`config.mk`:
```
export PLATFORM = sky130hd
export DESIGN_NAME = hdp_ctrl
export DESIGN_NICKNAME = d
export VERILOG_FILES = /design/src/design/hdp_pkg.sv /design/src/design/hdp_ctrl.sv
export SDC_FILE = /design/constraint.sdc
export NUM_CORES = 1
export LEC_CHECK = 0
export BUFFER_PORTS_ARGS = -buffer_cell sky130_fd_sc_hd__buf_4
export CORE_MARGIN = 10
export CORE_UTILIZATION = 55
export DETAILED_ROUTE_END_ITERATION = 16
export PLACE_DENSITY_LB_ADDON = 0.12
export SYNTH_ARGS = -nofsm -noshare
export SYNTH_HDL_FRONTEND = slang
export SYNTH_SLANG_ARGS = --single-unit
```
`constraint.sdc`:
```
create_clock -name clk -period 4.3 [get_ports clk]
set_input_delay 0.43 -clock clk [delete_from_list [all_inputs] [get_ports clk]]
set_output_delay 0.43 -clock clk [all_outputs]
set_load 0.01 [all_outputs]
```
`src/design/hdp_pkg.sv`:
```
// ----------------------------------------------------------------------------
// hdp_pkg
// Shared constants and controller/datapath interface types for the
// hypergeometric draw probability block.
// ----------------------------------------------------------------------------
package hdp_pkg;

    localparam int MAX_POOL     = 64;
    localparam int FRAC_BITS    = 32;
    localparam int CNT_W        = 7;
    localparam int PROB_W       = 33;
    localparam int BINOM_W      = 64;
    localparam int HALF_W       = BINOM_W / 2;
    localparam int ROW_LEN      = MAX_POOL + 1;
    localparam int PASCAL_DEPTH = ROW_LEN * ROW_LEN;
    localparam int ADDR_W       = $clog2(PASCAL_DEPTH);
    localparam int DIV_CNT_W    = $clog2(FRAC_BITS + 1);

    typedef enum logic [2:0] {
        ASEL_FILL_RD = 3'd0,
        ASEL_FILL_WR = 3'd1,
        ASEL_DEN     = 3'd2,
        ASEL_A       = 3'd3,
        ASEL_B       = 3'd4
    } addr_sel_t;

    typedef enum logic [1:0] {
        MUL_LL = 2'd0,
        MUL_HL = 2'd1,
        MUL_LH = 2'd2
    } mul_step_t;

    typedef struct packed {
        logic      load;
        logic      fill_wr;
        logic      check;
        logic      den_cap;
        logic      a_cap;
        logic      b_cap;
        logic      mul_en;
        mul_step_t mul_step;
        logic      term_add;
        logic      div_init;
        logic      div_step;
        addr_sel_t addr_sel;
    } dp_cmd_t;

    typedef struct packed {
        logic fill_last;
        logic early;
        logic loop_more;
        logic div_done;
    } dp_status_t;

endpackage

```
`src/design/hdp_ctrl.sv`:
```
// ----------------------------------------------------------------------------
// hdp_ctrl
// Controller: builds the Pascal triangle after reset, then sequences the
// check, term loop and division of each transaction.
// ----------------------------------------------------------------------------
module hdp_ctrl
    import hdp_pkg::*;
(
    input  logic       clk,
    input  logic       rst_n,
    input  logic       start,
    input  dp_status_t status,
    output dp_cmd_t    cmd,
    output logic       busy,
    output logic       done
);

    typedef enum logic [15:0] {
        ST_IDLE     = 16'h0001,
        ST_FILL_RD  = 16'h0002,
        ST_FILL_WR  = 16'h0004,
        ST_CHECK    = 16'h0008,
        ST_DEN_RD   = 16'h0010,
        ST_DEN_CAP  = 16'h0020,
        ST_A_RD     = 16'h0040,
        ST_B_RD     = 16'h0080,
        ST_B_CAP    = 16'h0100,
        ST_MUL_LL   = 16'h0200,
        ST_MUL_HL   = 16'h0400,
        ST_MUL_LH   = 16'h0800,
        ST_ACC      = 16'h1000,
        ST_DIV_INIT = 16'h2000,
        ST_DIV      = 16'h4000,
        ST_DONE     = 16'h8000
    } state_t;

    state_t state_reg, state_next;

    always_comb
    begin
        state_next   = state_reg;
        cmd          = '0;
        cmd.addr_sel = ASEL_FILL_RD;
        cmd.mul_step = MUL_LL;
        case (state_reg)
            ST_IDLE:
            begin
                if (start)
                begin
                    cmd.load   = 1'b1;
                    state_next = ST_CHECK;
                end
            end
            ST_FILL_RD:
            begin
                state_next = ST_FILL_WR;
            end
            ST_FILL_WR:
            begin
                cmd.addr_sel = ASEL_FILL_WR;
                cmd.fill_wr  = 1'b1;
                state_next   = status.fill_last ? ST_IDLE : ST_FILL_RD;
            end
            ST_CHECK:
            begin
                cmd.check  = 1'b1;
                state_next = status.early ? ST_DONE : ST_DEN_RD;
            end
            ST_DEN_RD:
            begin
                cmd.addr_sel = ASEL_DEN;
                state_next   = ST_DEN_CAP;
            end
            ST_DEN_CAP:
            begin
                cmd.den_cap = 1'b1;
                state_next  = ST_A_RD;
            end
            ST_A_RD:
            begin
                cmd.addr_sel = ASEL_A;
                state_next   = ST_B_RD;
            end
            ST_B_RD:
            begin
                cmd.a_cap    = 1'b1;
                cmd.addr_sel = ASEL_B;
                state_next   = ST_B_CAP;
            end
            ST_B_CAP:
            begin
                cmd.b_cap  = 1'b1;
                state_next = ST_MUL_LL;
            end
            ST_MUL_LL:
            begin
                cmd.mul_en   = 1'b1;
                cmd.mul_step = MUL_LL;
                state_next   = ST_MUL_HL;
            end
            ST_MUL_HL:
            begin
                cmd.mul_en   = 1'b1;
                cmd.mul_step = MUL_HL;
                state_next   = ST_MUL_LH;
            end
            ST_MUL_LH:
            begin
                cmd.mul_en   = 1'b1;
                cmd.mul_step = MUL_LH;
                state_next   = ST_ACC;
            end
            ST_ACC:
            begin
                cmd.term_add = 1'b1;
                state_next   = status.loop_more ? ST_A_RD : ST_DIV_INIT;
            end
            ST_DIV_INIT:
            begin
                cmd.div_init = 1'b1;
                state_next   = ST_DIV;
            end
            ST_DIV:
            begin
                if (status.div_done)
                begin
                    state_next = ST_DONE;
                end
                else
                begin
                    cmd.div_step = 1'b1;
                end
            end
            ST_DONE:
            begin
                state_next = ST_IDLE;
            end
            default:
            begin
                state_next = ST_IDLE;
            end
        endcase
    end

    always_ff @(posedge clk or negedge rst_n)
    begin
        if (!rst_n)
        begin
            state_reg <= ST_FILL_RD;
        end
        else
        begin
            state_reg <= state_next;
        end
    end

    assign busy = state_reg != ST_IDLE;
    assign done = state_reg == ST_DONE;

endmodule
```
Word level (Yosys, flattened, before mapping)
Cells that the tools add are included.
{"block": "word_totals", "ff_bits": 16, "word_cells": 40}
{"block": "op_classes", "n_eq_ne": 19, "muxes": 19, "n_reduce_logical": 1}
{"op": "$pmux W16 S15", "n": 1}
{"op": "$mux W16", "n": 3}
{"op": "$eq A16 B1 Y1 const B", "n": 1}
{"op": "$eq A16 B10 Y1 const B", "n": 1}
{"op": "$eq A16 B11 Y1 const B", "n": 1}
{"op": "$eq A16 B12 Y1 const B", "n": 1}
{"op": "$eq A16 B13 Y1 const B", "n": 1}
{"op": "$eq A16 B14 Y1 const B", "n": 1}
{"op": "$eq A16 B15 Y1 const B", "n": 1}
{"op": "$eq A16 B16 Y1 const B", "n": 1}
{"op": "$eq A16 B2 Y1 const B", "n": 1}
{"op": "$eq A16 B3 Y1 const B", "n": 1}
{"op": "$eq A16 B4 Y1 const B", "n": 1}
{"op": "$eq A16 B5 Y1 const B", "n": 1}
{"op": "$eq A16 B6 Y1 const B", "n": 1}
{"op": "$eq A16 B7 Y1 const B", "n": 1}
{"op": "$eq A16 B8 Y1 const B", "n": 1}
{"op": "$eq A16 B9 Y1 const B", "n": 1}
{"op": "$ne A16 B1 Y1 const B", "n": 1}
{"op": "$mux W14", "n": 1}
{"op": "$pmux W3 S4", "n": 1}
{"op": "$mux W1", "n": 11}
{"op": "$pmux W3 S3", "n": 1}
{"op": "$ne A2 B2 Y1 const B", "n": 2}
{"op": "other kinds (2)", "n": 2}

Depth between registers and ports, before layout
Gate-level depths: netlist of run 1.
{"block": "depth", "word_depth": 3, "depth_mapped": 7, "depth_no_buf": 5}

Worst setup path after synthesis of run 1
Ideal clock, no wire load.
{"block": "synth_path", "kind": "reg2out", "from": "reg state_reg[13]", "to": "out cmd[10] (netlist name)", "t_arrival_ns": 1.883, "required_time_ns": 3.870, "slack_ns": 1.987, "path_stages_with_launch": 8, "path_cell_list": "dfrtp_1 -> or4_1 -> buf_6 -> or2_4 -> nor2_4 -> nand2_2 -> nor2_1 -> buf_4"}
{"item": "start: declaration", "line": "hdp_ctrl.sv:37", "source": "state_t state_reg, state_next;"}
{"item": "start signal: assignment", "line": "hdp_ctrl.sv:153", "source": "state_reg <= state_next;"}
{"item": "end: declaration", "line": "hdp_ctrl.sv:13", "source": "output dp_cmd_t cmd,"}

==> results of run 1 <==
-- layer usage --
layer	GRT usage, %	vias up	share of wire (%)
li1	-	451	-
met1	14.6	462	41
met2	20.1	32	49
met3	4.81	5	8.1
met4	5.61	0	2.1
met5	0	-	0
-- cell usage in the layout (no fill, tap or decap), types with 3 or more instances in the layout --
master     n
o21ai_0    5
nor3_1     3
buf_4     23
clkbuf_4   3
nor2b_1    4
inv_1      3
dfrtp_1   15
nor2_1    11
nor2_4     3
nor4_1     4
or4_1      4
nor4b_1    6
and3_1     3
-- cells by family (layout without fill, tap and decap cells) --
family | after synthesis | after routing
buffers and inverters | 11 | 31
DFF | 16 | 16
and+or+nand+nor | 66 | 66
AOI/OAI and AO/OA | 15 | 15
xor gates and xnor gates | 4 | 4
-- critical path, cell delays in order (launching register included) --
cell     delay, ps
dfrtp_1        490
or4_1          780
nor2_4         180
nand2_2        100
nor4b_1        280
buf_4          190
-- layout make-up --
| cell class | instances | area, um^2 |
|---|---|---|
| repair buffers | 24 | 183 |
| fillers | 176 | 628 |
| inverters | 3 | 11.3 |
| clock buffers | 4 | 36.3 |
| multi-input cells | 85 | 628 |
| flip-flops and latches | 16 | 402 |
| well taps | 27 | 33.8 |
-- power groups by stage --
stage / sequential (mW) / clock [mW] / combinational [mW]
global placement: 0.182 / 0 / 0.215
CTS: 0.180 / 0.106 / 0.221
finish: 0.180 / 0.104 / 0.220
detailed placement: 0.183 / 0 / 0.220
global route: 0.184 / 0.113 / 0.243
floorplan: 0.177 / 0 / 0.175
-- synthesized netlist by cell type, drive strengths merged (2+ instances only) --
library cell | count | area (um^2)
and2b | 2 | 15.0
xnor2 | 2 | 17.5
or4 | 5 | 41.3
dfrtp | 15 | 375
nor2b | 5 | 33.8
or2 | 2 | 15.0
nor2 | 15 | 81.3
nand2 | 4 | 20.0
o21ai | 7 | 38.8
clkbuf | 3 | 11.3
nor4 | 6 | 58.8
and4b | 2 | 20.0
nand4b | 2 | 17.5
or4b | 2 | 20.0
nor3 | 4 | 25.0
xor2 | 2 | 17.5
buf | 5 | 40.0
inv | 3 | 11.3
and3 | 4 | 30.0
nor4b | 7 | 67.6
-- worst paths after layout --
kind,endpoint,start,slack (ps),cells after the start
min in group asynchronous,state_reg[3],rst_n,530,2
max in group asynchronous,state_reg[1],rst_n,3530,2
worst max register to register,state_reg[0],state_reg[7],2270,5
worst max-delay path,cmd[6],state_reg[7],1540,5
worst min register to register,state_reg[2],state_reg[1],570,2
worst min-delay path,state_reg[1],status[3],240,2
-- per-stage QoR --
step           setup slack, ps  instances  hold slack (ps)  util, %  total power [mW]
2_1_floorplan             1990        112              134        -             0.352
3_3_place_gp              1910        154              297     64.9             0.397
3_5_place_dp              1880        154              300     64.9             0.402
4_1_cts                   1530        159              237     67.3             0.507
5_1_grt                   1420        159              222     67.3             0.540
6_report                  1540        159              238     67.3             0.504
==> results.py, run 1 <==
metrics = {
    "status": {
        "status": "completed",
    },
    "cts": {
        "cts_sinks": 16,
        "h-tree-depth": 1,
        "cts_tree": "built",
        "ctsResizeCount": 0,
        "post-cts-setup-buffers": 0,
        "cts_root_buffer": "clkbuf_4",
        "cts.path.max_buffers": 2,
        "clock_latency_ps": 300,
        "clk_pin_slew_ps": 100,
        "cts_buffers": 3,
        "ctsHoldBuffers": 1,
    },
    "sta": {
        "worst_pin_slew_ps": 435,
        "clock_skew_ps": 1.05,
        "setup_tns_ps": 0,
        "drv_slew": 0,
        "fin_crit_sh_pct": 64.1,
        "finalHoldViolations": 0,
        "max_freq_mhz": 363,
        "slew_headroom_pct": 71.0,
        "rsz0062_at_grt": "false",
        "setup_viol": 0,
        "fin_crit_ps": 2760,
    },
    "routing": {
        "via_count": 950,
        "dr.first_iter.drc_count": 40,
        "routedWlPerCell_um": 15.7,
        "drc": 0,
        "drt-vias-per-instance": 5.97,
        "antenna_left": 0,
        "drt_pre_antenna_iters": 4,
        "postRouteWirelength_um": 2500,
    },
    "floorplan": {
        "die_w_um": 64.6,
        "num_rows": 16,
        "die_area_um2": 4170,
        "coreArea_um2": 1920,
        "die_h_um": 64.6,
        "io_pins": 24,
        "start_util_pct": 56.8,
    },
    "yosys": {
        "synth_cell_types": 50,
        "synth.cell_area_um2": 1090,
        "synth_seq_cells": 16,
        "synth_xor_area_share_pct": 3.21,
        "synth.avg_cell_area_um2": 9.75,
        "synth_fa_ha_area_share_pct": 0,
        "synth_edf_count": 0,
        "yosysSeqAreaShare_pct": 36.8,
        "synth_ff_type": "dfrtp_1",
        "async_reset_ff_share_pct": 100,
        "syn_inst": 112,
        "synthMuxAreaShare_pct": 0,
        "synth-simple-area-share_pct": 45.2,
        "synth_nets": 119,
        "ys_warn_count": 0,
        "synth_top_family_by_area": "simple AND/OR/NAND/NOR gates",
        "synth-compound-area-share_pct": 9.05,
    },
    "power_and_ir_drop": {
        "p_seq_share_pct": 35.7,
        "pwr-share-comb_pct": 43.6,
        "clock_power_share_pct": 20.7,
        "p_leak_nw": 0.597,
        "vdd_drop_max_v": 0.000260,
        "p_sw_share_pct": 38.4,
        "p_int_mw": 0.310,
        "p_switching_mw": 0.193,
        "powerDensity_nw_per_um2": 389,
    },
    "finish": {
        "design_area_um2": 1290,
        "final_nets": 140,
        "largest_register_ffs": 16,
        "area_growth_pct": 18.4,
        "n_antenna_cell": 0,
        "drive_above_1_share_pct": 34.8,
    },
    "worst_setup_path": {
        "worst-endpoint-required_ps": 3870,
        "start_kind": "register",
        "path_class": "reg2out",
        "end_kind": "output pin",
        "cp_max_fo": 8,
        "arrival_ps": 2330,
    },
    "job": {
        "maxCapViolCount": 0,
    },
    "placement": {
        "io_buffers": 23,
        "place_area_um2": 1250,
        "dp_hpwl_um": 1860,
        "place.gp.congestion": 0.815,
    },
    "grt": {
        "gr-total-overflow": 0,
        "grtUsageTotal_pct": 12.6,
        "grt_antenna_before_repair": 0,
        "grt_pass1_vias": 940,
        "grt_pass1_wl_um": 4330,
        "grt_max_degree": 17,
    },
    "hold_path": {
        "holdCritPathClass": "in2reg",
    },
}
Power figures use the tool's default switching activity.
==> inputs of run 2 (changes only) <==
--- a/config.mk
+++ b/config.mk
@@ -5,9 +5,10 @@
 export SDC_FILE = /design/constraint.sdc
 export NUM_CORES = 1
 export LEC_CHECK = 0
+export ABC_AREA = 1
 export BUFFER_PORTS_ARGS = -buffer_cell sky130_fd_sc_hd__buf_4
 export CORE_MARGIN = 10
-export CORE_UTILIZATION = 55
+export CORE_UTILIZATION = 52
 export DETAILED_ROUTE_END_ITERATION = 16
 export PLACE_DENSITY_LB_ADDON = 0.12
 export SYNTH_ARGS = -nofsm -noshare
==> constraint.sdc (replaced) <==
create_clock -name clk -period 2.65 [get_ports clk]
set_input_delay 0.265 -clock clk [delete_from_list [all_inputs] [get_ports clk]]
set_output_delay 0.265 -clock clk [all_outputs]
set_load 0.01 [all_outputs]
==> run 2 against run 1 <==
Net effect: register-to-register slack got worse by 1300 ps; core utilization decreased by 2.2 points; synthesized cell count increased by 34%; clock power increased by 54%; non-clock buffer count unchanged; sequential share of layout area increased by 1.1 points.
==> results.py, run 2 <==
metrics = {
    "yosys": {
        "synth.cell_area_um2": 1030,
        "synth_area_leader_cell": "dfrtp_1",
        "synth.avg_cell_area_um2": 6.84,
        "yosysMostFrequentCell": "nor2_1",
        "syn_inst": 150,
        "yosysSeqAreaShare_pct": 39.1,
        "ys_top_cells_by_count": "nor2_1 (35), nand2_1 (31), inv_1 (30)",
        "synth_nets": 157,
        "synth_seq_cells": 16,
        "synth_area_leaders": "dfrtp_1 (37%), nor2_1 (13%), nand2_1 (11%)",
        "async_reset_ff_share_pct": 100,
        "synth_top_area_share_pct": 36.6,
        "ys_warn_count": 0,
        "synth_edf_count": 0,
        "synth_ff_type": "dfrtp_1",
        "synth_cell_types": 20,
    },
    "routing": {
        "drt-vias-per-instance": 4.62,
        "routedWlPerCell_um": 10.7,
        "antenna_left": 0,
        "drc": 0,
        "dr.first_iter.drc_count": 23,
        "via_count": 938,
        "drt_pre_antenna_iters": 4,
        "postRouteWirelength_um": 2170,
    },
    "cts": {
        "clock_latency_ps": 290,
        "cts.path.max_buffers": 2,
        "cts_sinks": 16,
        "h-tree-depth": 1,
        "ctsResizeCount": 0,
        "cts_buffers": 3,
        "cts_root_buffer": "clkbuf_4",
        "clk_pin_slew_ps": 90,
        "cts_tree": "built",
    },
    "floorplan": {
        "start_util_pct": 53.4,
        "die_area_um2": 4150,
        "coreArea_um2": 1920,
        "die_w_um": 64.4,
        "die_h_um": 64.4,
        "io_pins": 24,
        "num_rows": 16,
    },
    "worst_setup_path": {
        "start_kind": "register",
        "crit_buf_inv": 1,
        "worst-endpoint-required_ps": 2380,
        "cp_max_fo": 11,
        "crit_family": "simple AND/OR/NAND/NOR gates",
        "path_class": "reg2out",
        "max_stage_delay_ps": 410,
        "worstPathCellList": "nor2_2, nand2_4, nor2_4, nand2_1, nor2_1, buf_4",
        "arrival_ps": 1770,
        "end_kind": "output pin",
        "cpMaxStageDelayCell": "dfrtp_1",
    },
    "sta": {
        "max_freq_mhz": 491,
        "rsz0062_at_grt": "false",
        "drv_slew": 0,
        "fin_crit_sh_pct": 76.8,
        "setup_viol": 0,
        "clock_skew_ps": 2.53,
        "fin_crit_ps": 2040,
        "finalHoldViolations": 0,
        "setup_tns_ps": 0,
        "worst_pin_slew_ps": 356,
        "slew_headroom_pct": 76.2,
    },
    "hold_path": {
        "holdCritPathClass": "in2reg",
    },
    "power_and_ir_drop": {
        "vdd_drop_max_v": 0.000425,
        "powerDensity_nw_per_um2": 563,
        "p_leak_nw": 0.798,
    },
    "finish": {
        "n_antenna_cell": 0,
        "drive_above_1_share_pct": 25.6,
        "largest_register_ffs": 16,
        "final_common_cell": "nor2_1",
        "layout_common_cells": "nor2_1 (35), nand2_1 (31), inv_1 (30), buf_4 (23), dfrtp_1 (15)",
        "design_area_um2": 1250,
        "final_nets": 184,
        "area_growth_pct": 22.0,
    },
    "placement": {
        "place.gp.congestion": 0.846,
        "place_area_um2": 1200,
        "dp_hpwl_um": 1820,
        "io_buffers": 23,
    },
    "grt": {
        "gr-total-overflow": 0,
        "grtUsageTotal_pct": 11.2,
        "grt_pass1_vias": 900,
        "grt_max_degree": 17,
        "grt_antenna_before_repair": 0,
        "grt_pass1_wl_um": 3730,
    },
    "job": {
        "maxCapViolCount": 0,
    },
    "status": {
        "status": "completed",
    },
}
==> run 2: cell types whose count changed after synthesis, moves of 6 or more <==
cell	previous run	this run
nand2_1	2	31
inv_1	3	30
nor2_1	11	35
nand3_1	1	10
nor4b_1	6	0
==> run 2: report_power, final <==
| part | internal [mW] | switching (mW) |
|---|---|---|
| logic | 0.0926 | 0.175 |
| clock network | 0.0838 | 0.0766 |
| registers | 0.263 | 0.0142 |
==> run 2: what timing repair did <==
action	CTS	global route
hold endpoints to repair	15	0
buffers inserted	0	0
endpoints found under the setup margin	0	0
hold buffers	1	0
==> run 2: cell families (layout without fill, tap and decap cells) <==
group                  after synthesis  count (layout)  synth area share [%]
AO/OA/AOI/OAI                        3               3                  1.46
buffers and inverters               33              59                  14.0
flip-flops                          16              16                  39.1
AND/OR/NAND/NOR                     98              98                  45.4
==> run 2: metal layers <==
metal  vias to the layer above  share of wire (%)  global-route usage, %
met4                         0                2.3                   7.22
met2                        14                 53                   20.3
met5                         -                  0                      0
met3                         5                5.8                   3.78
met1                       421                 39                   10.5
li1                        498                  -                      -
==> run 2: layout make-up <==
| type | count | area, um^2 |
|---|---|---|
| Inverter | 31 | 116 |
| Sequential cell | 16 | 402 |
| Tap cell | 27 | 33.8 |
| Multi-Input combinational cell | 101 | 480 |
| Clock buffer | 4 | 36.3 |
| Fill cell | 189 | 671 |
| Timing Repair Buffer | 24 | 183 |
==> run 2: final timing paths <==
kind,depth (start not counted),from,to,slack (ps)
max reg2reg,10,state_reg[13],state_reg[0],970
max in group asynchronous,2,rst_n,state_reg[1],2050
min in group asynchronous,2,rst_n,state_reg[15],360
max,6,state_reg[13],cmd[14],610
min,2,status[3],state_reg[1],90
min reg2reg,3,state_reg[8],state_reg[10],590
==> run 2: metrics by stage <==
stage | total power, mW | instances | worst slack (ps) | hold slack (ps) | utilization (%)
3_3_place_gp | 0.548 | 198 | 988 | 133 | 62.7
3_5_place_dp | 0.550 | 198 | 938 | 132 | 62.7
4_1_cts | 0.716 | 203 | 606 | 75.0 | 65.1
6_report | 0.705 | 203 | 614 | 87.6 | 65.1
5_1_grt | 0.765 | 203 | 473 | 72.3 | 65.1
2_1_floorplan | 0.474 | 150 | 1160 | -30.6 | -
